===== config.mk =====
export PLATFORM = sky130hd
export DESIGN_NAME = moving_average_filter
export DESIGN_NICKNAME = d
export VERILOG_FILES = /design/src/hdl/maf_pkg.sv /design/src/hdl/moving_average_filter.sv /design/src/hdl/maf_fifo.sv /design/src/hdl/maf_front.sv /design/src/hdl/maf_back.sv
export VERILOG_INCLUDE_DIRS = /design/src /design/src/hdl
export SDC_FILE = /design/constraint.sdc
export NUM_CORES = 2
export LEC_CHECK = 0
export BUFFER_PORTS_ARGS = -buffer_cell sky130_fd_sc_hd__buf_4
export CORE_UTILIZATION = 30
export CTS_BUF_LIST = sky130_fd_sc_hd__clkbuf_4
export CTS_CLUSTER_SIZE = 30
export DETAILED_ROUTE_END_ITERATION = 10
export GPL_TIMING_DRIVEN = 1
export SLEW_MARGIN = 20
export SYNTH_ARGS = -nofsm -noshare
export SYNTH_HDL_FRONTEND = slang
export SYNTH_HIERARCHICAL = 1
export SYNTH_SLANG_ARGS = --single-unit

===== constraint.sdc =====
create_clock -name clk -period 12.6 [get_ports clk]
set_input_delay 1.89 -clock clk [delete_from_list [all_inputs] [get_ports clk]]
set_output_delay 1.89 -clock clk [all_outputs]
set_load 0.01 [all_outputs]

===== src/hdl/assert_macros.svh =====
// assertion macros shared by the moving average filter modules
// expects clk and rst_n in the scope of each use
`ifndef ASSERT_MACROS_SVH
`define ASSERT_MACROS_SVH

// condition holds at every clock edge outside reset
`define ASSERT_ALWAYS(label, expr, msg) \
    label: assert property (@(posedge clk) disable iff (!rst_n) (expr)) else $error(msg);

// consequent holds in the cycle after the antecedent
`define ASSERT_NEXT(label, ante, cons, msg) \
    label: assert property (@(posedge clk) disable iff (!rst_n) (ante) |=> (cons)) \
        else $error(msg);

`endif


===== src/hdl/maf_pkg.sv =====
// moving average filter package: operation codes and fixed field widths
// no dependencies
package maf_pkg;

    localparam logic OP_SAMPLE = 1'b0;
    localparam logic OP_CLEAR  = 1'b1;

    localparam int CFG_BITS  = 7;
    localparam int HELD_BITS = 7;

endpackage


===== src/hdl/moving_average_filter.sv =====
// moving average filter over a configurable window of signed fixed-point samples
// a sample transaction passes the front part, the two-entry queue and the bit-serial
// divider, over a dividend of WW = SAMPLE_BITS + clog2(WINDOW_MAX) bits (38 at defaults);
// the divider takes the next sample only once its last result is stored
// reset: asynchronous active low; window 8, filter empty, no ring clearing pass
// depends on maf_pkg, maf_front, maf_fifo, maf_back
module moving_average_filter
    import maf_pkg::*;
#(
    parameter int WINDOW_MAX  = 64,
    parameter int SAMPLE_BITS = 32
) (
    input  logic                   clk,
    input  logic                   rst_n,
    input  logic                   cfg_wr_en,
    input  logic [CFG_BITS-1:0]    cfg_wr_data,
    input  logic                   push,
    output logic                   full,
    input  logic                   op,
    input  logic [SAMPLE_BITS-1:0] sample,
    output logic                   empty,
    input  logic                   pop,
    output logic [SAMPLE_BITS-1:0] average,
    output logic [HELD_BITS-1:0]   samples_held
);

    localparam int PW = $clog2(WINDOW_MAX);
    localparam int CW = $clog2(WINDOW_MAX + 1);
    localparam int TW = SAMPLE_BITS + PW;

    logic          f_push, f_full, b_pop, b_empty;
    logic [TW-1:0] f_total, b_total;
    logic [CW-1:0] f_count, b_count;

    maf_front #(
        .WINDOW_MAX  (WINDOW_MAX),
        .SAMPLE_BITS (SAMPLE_BITS),
        .PW          (PW),
        .CW          (CW),
        .TW          (TW)
    ) u_front (
        .clk         (clk),
        .rst_n       (rst_n),
        .cfg_wr_en   (cfg_wr_en),
        .cfg_wr_data (cfg_wr_data),
        .push        (push),
        .full        (full),
        .op          (op),
        .sample      (sample),
        .q_full      (f_full),
        .q_push      (f_push),
        .q_total     (f_total),
        .q_count     (f_count)
    );

    maf_fifo #(
        .DW (TW + CW)
    ) u_fifo (
        .clk     (clk),
        .rst_n   (rst_n),
        .wr_en   (f_push),
        .wr_data ({f_total, f_count}),
        .full    (f_full),
        .rd_en   (b_pop),
        .rd_data ({b_total, b_count}),
        .empty   (b_empty)
    );

    maf_back #(
        .SAMPLE_BITS (SAMPLE_BITS),
        .CW          (CW),
        .TW          (TW)
    ) u_back (
        .clk          (clk),
        .rst_n        (rst_n),
        .q_empty      (b_empty),
        .q_pop        (b_pop),
        .q_total      (b_total),
        .q_count      (b_count),
        .empty        (empty),
        .pop          (pop),
        .average      (average),
        .samples_held (samples_held)
    );

endmodule


===== src/hdl/maf_fifo.sv =====
// two-entry queue between the front and back parts of the filter
// depends on assert_macros.svh
`include "assert_macros.svh"

module maf_fifo #(
    parameter int DW = 45
) (
    input  logic          clk,
    input  logic          rst_n,
    input  logic          wr_en,
    input  logic [DW-1:0] wr_data,
    output logic          full,
    input  logic          rd_en,
    output logic [DW-1:0] rd_data,
    output logic          empty
);

    logic [DW-1:0] mem [2];
    logic          wp_reg, wp_next;
    logic          rp_reg, rp_next;
    logic [1:0]    cnt_reg, cnt_next;
    logic          do_wr, do_rd;

    assign full    = (cnt_reg == 2'd2);
    assign empty   = (cnt_reg == 2'd0);
    assign rd_data = mem[rp_reg];
    assign do_wr   = wr_en && !full;
    assign do_rd   = rd_en && !empty;

    always_comb
    begin
        wp_next  = do_wr ? ~wp_reg : wp_reg;
        rp_next  = do_rd ? ~rp_reg : rp_reg;
        cnt_next = cnt_reg;
        if (do_wr && !do_rd)
        begin
            cnt_next = cnt_reg + 2'd1;
        end
        else if (do_rd && !do_wr)
        begin
            cnt_next = cnt_reg - 2'd1;
        end
    end

    always_ff @(posedge clk)
    begin
        if (do_wr)
        begin
            mem[wp_reg] <= wr_data;
        end
    end

    always_ff @(posedge clk or negedge rst_n)
    begin
        if (!rst_n)
        begin
            wp_reg  <= 1'b0;
            rp_reg  <= 1'b0;
            cnt_reg <= 2'd0;
        end
        else
        begin
            wp_reg  <= wp_next;
            rp_reg  <= rp_next;
            cnt_reg <= cnt_next;
        end
    end

    `ASSERT_ALWAYS(a_no_overflow, !(wr_en && full), "queue written while full")
    `ASSERT_ALWAYS(a_ptr_count, (cnt_reg != 2'd3) && ((cnt_reg == 2'd1) == (wp_reg != rp_reg)), "queue pointers disagree with count")

endmodule


===== src/hdl/maf_front.sv =====
// front part: takes transactions and config writes, keeps the sample ring,
// pointer, fill count and running total; depends on maf_pkg, assert_macros.svh
`include "assert_macros.svh"

module maf_front
    import maf_pkg::*;
#(
    parameter int WINDOW_MAX  = 64,
    parameter int SAMPLE_BITS = 32,
    parameter int PW          = $clog2(WINDOW_MAX),
    parameter int CW          = $clog2(WINDOW_MAX + 1),
    parameter int TW          = SAMPLE_BITS + PW
) (
    input  logic                   clk,
    input  logic                   rst_n,
    input  logic                   cfg_wr_en,
    input  logic [CFG_BITS-1:0]    cfg_wr_data,
    input  logic                   push,
    output logic                   full,
    input  logic                   op,
    input  logic [SAMPLE_BITS-1:0] sample,
    input  logic                   q_full,
    output logic                   q_push,
    output logic [TW-1:0]          q_total,
    output logic [CW-1:0]          q_count
);

    localparam int WIN_RST = (8 > WINDOW_MAX) ? WINDOW_MAX : 8;

    logic [SAMPLE_BITS-1:0] ring [WINDOW_MAX];
    logic [SAMPLE_BITS-1:0] rd_q;
    logic [SAMPLE_BITS-1:0] smp_reg;
    logic [CW-1:0]          win_reg, win_next;
    logic [PW-1:0]          wp_reg, wp_next;
    logic [CW-1:0]          count_reg, count_next;
    logic [TW-1:0]          total_reg, total_next;
    logic                   busy_reg, busy_next;
    logic                   accept, take_sample;
    logic                   evict;
    logic [TW-1:0]          old_ext, new_ext;
    logic [CW-1:0]          wp_inc;

    assign full        = busy_reg || q_full;
    assign accept      = push && !full;
    assign take_sample = accept && (op == OP_SAMPLE);

    assign evict   = (count_reg >= win_reg);
    assign old_ext = evict ? {{PW{rd_q[SAMPLE_BITS-1]}}, rd_q} : '0;
    assign new_ext = {{PW{smp_reg[SAMPLE_BITS-1]}}, smp_reg};
    assign wp_inc  = CW'(wp_reg) + CW'(1);

    assign q_push  = busy_reg;
    assign q_total = total_next;
    assign q_count = count_next;

    always_comb
    begin
        win_next   = win_reg;
        wp_next    = wp_reg;
        count_next = count_reg;
        total_next = total_reg;
        busy_next  = 1'b0;
        if (cfg_wr_en)
        begin
            if (cfg_wr_data == '0)
            begin
                win_next = CW'(1);
            end
            else if (32'(cfg_wr_data) > 32'(WINDOW_MAX))
            begin
                win_next = CW'(WINDOW_MAX);
            end
            else
            begin
                win_next = CW'(cfg_wr_data);
            end
            wp_next    = '0;
            count_next = '0;
            total_next = '0;
        end
        else if (busy_reg)
        begin
            total_next = total_reg - old_ext + new_ext;
            count_next = evict ? count_reg : count_reg + CW'(1);
            wp_next    = (wp_inc >= win_reg) ? '0 : PW'(wp_inc);
        end
        else if (accept)
        begin
            if (op == OP_CLEAR)
            begin
                wp_next    = '0;
                count_next = '0;
                total_next = '0;
            end
            else
            begin
                busy_next = 1'b1;
            end
        end
    end

    always_ff @(posedge clk)
    begin
        if (take_sample)
        begin
            rd_q    <= ring[wp_reg];
            smp_reg <= sample;
        end
        if (busy_reg)
        begin
            ring[wp_reg] <= smp_reg;
        end
    end

    always_ff @(posedge clk or negedge rst_n)
    begin
        if (!rst_n)
        begin
            win_reg   <= CW'(WIN_RST);
            wp_reg    <= '0;
            count_reg <= '0;
            total_reg <= '0;
            busy_reg  <= 1'b0;
        end
        else
        begin
            win_reg   <= win_next;
            wp_reg    <= wp_next;
            count_reg <= count_next;
            total_reg <= total_next;
            busy_reg  <= busy_next;
        end
    end

    `ASSERT_ALWAYS(a_count_in_window, count_reg <= win_reg, "fill count above window")
    `ASSERT_ALWAYS(a_ptr_in_window, CW'(wp_reg) < win_reg, "write pointer outside window")
    `ASSERT_NEXT(a_push_count, busy_reg, count_reg != '0, "pushed with empty window")

endmodule


===== src/hdl/maf_back.sv =====
// back part: signed division of the running total by the sample count,
// one quotient bit per cycle, with a result register; depends on maf_pkg
module maf_back
    import maf_pkg::*;
#(
    parameter int SAMPLE_BITS = 32,
    parameter int CW          = 7,
    parameter int TW          = 38
) (
    input  logic                   clk,
    input  logic                   rst_n,
    input  logic                   q_empty,
    output logic                   q_pop,
    input  logic [TW-1:0]          q_total,
    input  logic [CW-1:0]          q_count,
    output logic                   empty,
    input  logic                   pop,
    output logic [SAMPLE_BITS-1:0] average,
    output logic [HELD_BITS-1:0]   samples_held
);

    localparam int SW = $clog2(TW + 1);

    localparam logic [1:0] ST_IDLE = 2'd0;
    localparam logic [1:0] ST_RUN  = 2'd1;
    localparam logic [1:0] ST_DONE = 2'd2;

    logic [1:0]             state_reg, state_next;
    logic                   neg_reg, neg_next;
    logic [TW-1:0]          dvd_reg, dvd_next;
    logic [CW-1:0]          rem_reg, rem_next;
    logic [CW-1:0]          div_reg, div_next;
    logic [SW-1:0]          step_reg, step_next;
    logic                   oval_reg, oval_next;
    logic [SAMPLE_BITS-1:0] avg_reg, avg_next;
    logic [HELD_BITS-1:0]   held_reg, held_next;
    logic [CW:0]            shifted, diff;
    logic                   qbit;
    logic [TW-1:0]          quot;

    assign shifted = {rem_reg, dvd_reg[TW-1]};
    assign diff    = shifted - {1'b0, div_reg};
    assign qbit    = (shifted >= {1'b0, div_reg});
    assign quot    = neg_reg ? (~dvd_reg + TW'(1)) : dvd_reg;

    assign q_pop        = (state_reg == ST_IDLE) && !q_empty;
    assign empty        = !oval_reg;
    assign average      = avg_reg;
    assign samples_held = held_reg;

    always_comb
    begin
        state_next = state_reg;
        neg_next   = neg_reg;
        dvd_next   = dvd_reg;
        rem_next   = rem_reg;
        div_next   = div_reg;
        step_next  = step_reg;
        avg_next   = avg_reg;
        held_next  = held_reg;
        oval_next  = (pop && oval_reg) ? 1'b0 : oval_reg;
        case (state_reg)
            ST_IDLE:
            begin
                if (!q_empty)
                begin
                    neg_next   = q_total[TW-1];
                    dvd_next   = q_total[TW-1] ? (~q_total + TW'(1)) : q_total;
                    rem_next   = '0;
                    div_next   = q_count;
                    step_next  = SW'(TW);
                    state_next = ST_RUN;
                end
            end
            ST_RUN:
            begin
                rem_next  = qbit ? diff[CW-1:0] : shifted[CW-1:0];
                dvd_next  = {dvd_reg[TW-2:0], qbit};
                step_next = step_reg - SW'(1);
                if (step_reg == SW'(1))
                begin
                    state_next = ST_DONE;
                end
            end
            ST_DONE:
            begin
                if (!oval_reg || pop)
                begin
                    avg_next   = quot[SAMPLE_BITS-1:0];
                    held_next  = HELD_BITS'(div_reg);
                    oval_next  = 1'b1;
                    state_next = ST_IDLE;
                end
            end
            default:
            begin
                state_next = ST_IDLE;
            end
        endcase
    end

    always_ff @(posedge clk)
    begin
        neg_reg  <= neg_next;
        dvd_reg  <= dvd_next;
        rem_reg  <= rem_next;
        div_reg  <= div_next;
        avg_reg  <= avg_next;
        held_reg <= held_next;
    end

    always_ff @(posedge clk or negedge rst_n)
    begin
        if (!rst_n)
        begin
            state_reg <= ST_IDLE;
            step_reg  <= '0;
            oval_reg  <= 1'b0;
        end
        else
        begin
            state_reg <= state_next;
            step_reg  <= step_next;
            oval_reg  <= oval_next;
        end
    end

endmodule


==> flow_summary.toml <==
[clock_network]
clockRootBuffer = "clkbuf_4"
h-tree-depth = 6
cts_hold_buf = 0
cts_buffer_depth = 4
postCtsSetupBuffers = 0
cts_tree = "done"
numClockSinks = 2366
cts_buffers = 587
clk_pin_slew_ns = 0.06
ctsResizeCount = 0
insertion_delay_ns = 1.38

[worst_setup_path]
critPathMaxFanout = 85
crit_path_start_kind = "flop"
critPathMostFrequentCell = "buf_4"
cp_cell_sequence = "buf_4, buf_12, buf_4, nor2_4, buf_4, buf_4, a22o_1, o21ai_0, a31oi_1, a21oi_1, o21ai_0, or4_1"
arrival_ns = 6.52
worst-setup-path-type = "flop to flop"
regToRegEndpoint = "u_front/rd_q[26]"
end_kind = "flop"
r2r-start = "u_front/wp_reg[2]"
worstPathRequired_ns = 13.59
r2r_slack_ns = 7.07
r2r_cells = 12
path_delay_family = "buffers and inverters"
path_buf_inv = 5
slowest_stage = "buf_4"
cp_slowest_stage_delay_ns = 0.73

[logic_synthesis]
synth_top_area_share_pct = 71.9
synth_area_um2 = 95800
synth.largest_area_cell = "edfxtp_1"
synth_seq_area_share_pct = 73.8
syn-num-nets = 5878
ys_async_sr_fraction_pct = 3.04
synth_warnings = 6
ys_types = 84
synth-main-ff-cell = "edfxtp_1"
synth-edff-count = 2294
synth_area_per_cell_um2 = 16.7
synthTopCellsByArea = "edfxtp_1 72%, mux4_2 3.2%, a221oi_1 2.6%, mux2_2 1.9%, mux2i_1 1.9%"
ys_ff_latch = 2366
postSynthCellCount = 5728

[layout]
final_cell_mix = "2,294 x edfxtp_1, 817 x clkbuf_4, 309 x a21oi_1, 299 x buf_4, 284 x a221oi_1"
multi_input_area_um2 = 23300
drive_above_1_share_pct = 24.9
seq_area_um2 = 70700
area_growth_syn_to_layout_pct = 14.5
largest-register = "u_front/ring"
reg_top3 = "u_front/ring: 2048 flops, u_fifo/mem: 90 flops"
final_common_cell = "edfxtp_1"
fin_nets = 6437
num-fill-cells = 30059
largest_register_ffs = 2048

[timing]
fin_crit_ns = 5.53
fin_worst_skew_ns = 0.210
final.setup.tns_ns = 0
final-hold-violation-count = 0
drv_slew = 0
slew_headroom_pct = 19.3
period_share_pct = 43.9
rsz0062_at_grt = "no"
setup_viol_count_final = 0
worst_slew_pin_slew_ns = 1.20
fmax_mhz = 181

[global_routing]
grt_overflow = 0
antenna_found_initial = 50
grt_pass1_wl_um = 453000
grt_usage_pct = 19.8
grt_pass1_vias = 58688
grt_max_degree = 102

[floorplan]
die_h_um = 567
fp.dieArea_um2 = 322000
ios = 86
initial_core_util_pct = 30.2
die_x_um = 567
core_area_um2 = 318000
placementRows = 207

[run]
cap_violations = 0

[routing]
dr.first_iter.drc_count = 8857
drc = 0
wire_per_inst_um = 30.2
vias_per_cell = 5.55
drt_pass1_iterations = 6
vias = 60302
wl_um = 328000
antenna_left = 0

[place]
post-dp-hpwl_um = 192000
port_buffers = 85
gp_congestion = 0.916

[power_and_ir_drop]
p_switching_uw = 4740
p_per_area_nw_per_um2 = 162
power_frac_clock_pct = 36.2
max-vdd-ir-drop_uv = 90.5
combPwrFrac_pct = 12.1
finalPower_uw = 17700
intPower_uw = 13000
seq_power_share_pct = 51.7
swShare_pct = 26.8
p_leak_uw = 0.0355

[outcome]
status = "completed"

[hold_path]
hold_path.class = "flop to flop"
min_from = "u_back/div_reg[4]"
hold_end = "u_back/samples_held[4]"
hold_depth = 0
[kinds of logic (layout without fill, tap and decap cells)]
group | after synthesis | count (layout) | synth area share [%]
AO/OA/AOI/OAI | 1296 | 1296 | 9.38
XOR/XNOR | 92 | 92 | 0.841
adder cells (fa/ha/maj) | 105 | 105 | 1.67
buffers and inverters | 526 | 1468 | 2.65
flip-flops | 2366 | 2366 | 73.8
multiplexers | 523 | 523 | 7.69
other | 0 | 25 | 0
AND/OR/NAND/NOR | 820 | 820 | 4.02
[metal layers]
layer  vias to the layer above  part of all wire (%)  global-route usage, %
met5                         -                 0.083                      0
met4                        36                   5.4                   10.1
met3                       858                    13                   6.60
met2                      4388                    44                   29.4
met1                     30574                    38                   25.5
li1                      24446                     -                      -
[how the worst max path moves through the flow]
stage,endpoint,cells after the start,slack [ns],from
6_report,u_front/rd_q[26],12,7.07,u_front/wp_reg[2]
5_1_grt,u_fifo/mem[1][37],20,6.77,u_front/count_reg[0]
4_1_cts,u_fifo/mem[1][37],20,7.14,u_front/count_reg[0]
3_5_place_dp,u_fifo/mem[0][37],20,7.18,u_front/count_reg[0]
3_3_place_gp,u_fifo/mem[0][37],20,7.21,u_front/count_reg[0]
2_1_floorplan,u_front/rd_q[0],2,7.49,push
[synth_stat cells, drive strengths merged (18+ instances only)]
cell type     n
or4          18
mux4        138
nand2       219
mux2i       180
nor2        318
o211ai       19
a21oi       309
and2         40
xor2         43
nand4        30
a211oi       19
a22o         41
edfxtp     2294
buf         218
nor3         30
xnor2        49
ha           67
a21o         19
fa           38
a221o        20
inv         186
nand3        27
mux2        205
o21ai       185
o22ai        90
a22oi       151
o31ai        23
nand2b       22
clkbuf      121
a221oi      287
dfrtp        71
o22a         21
nor4         22
[final cells by class]
class	count	share of cell area [%]
inverter	187	0.649
clock buffer	817	5.59
sequential	2366	64.4
multi-input combinational	2836	21.3
clock inverter	155	1.01
timing repair buffer	309	2.23
tap	4180	4.77
antenna	25	0.0570
[per-stage QoR]
| stage | std cells | hold WS, ns | utilization, % | cell area (µm²) | setup WS [ns] |
|---|---|---|---|---|---|
| floorplan | 5728 | 0.426 | - | 95800 | 7.49 |
| global placement | 9875 | 0.449 | 32.2 | 102000 | 7.21 |
| detailed placement | 9877 | 0.451 | 32.2 | 102000 | 7.18 |
| CTS | 10849 | 0.388 | 34.5 | 110000 | 7.14 |
| global route | 10854 | 0.434 | 34.5 | 110000 | 6.77 |
| finish | 10875 | 0.461 | 34.5 | 110000 | 7.07 |
[power groups by stage]
stage / Sequential (µW) / Clock (µW) / Combinational (µW)
after floorplan: 9330 / 0 / 1330
after global placement: 9310 / 0 / 2080
after detailed placement: 9320 / 0 / 2110
after CTS: 9150 / 6510 / 2130
after global routing: 9170 / 6900 / 2320
final: 9160 / 6420 / 2150
Note: power is estimated with default switching activity, not from simulation.
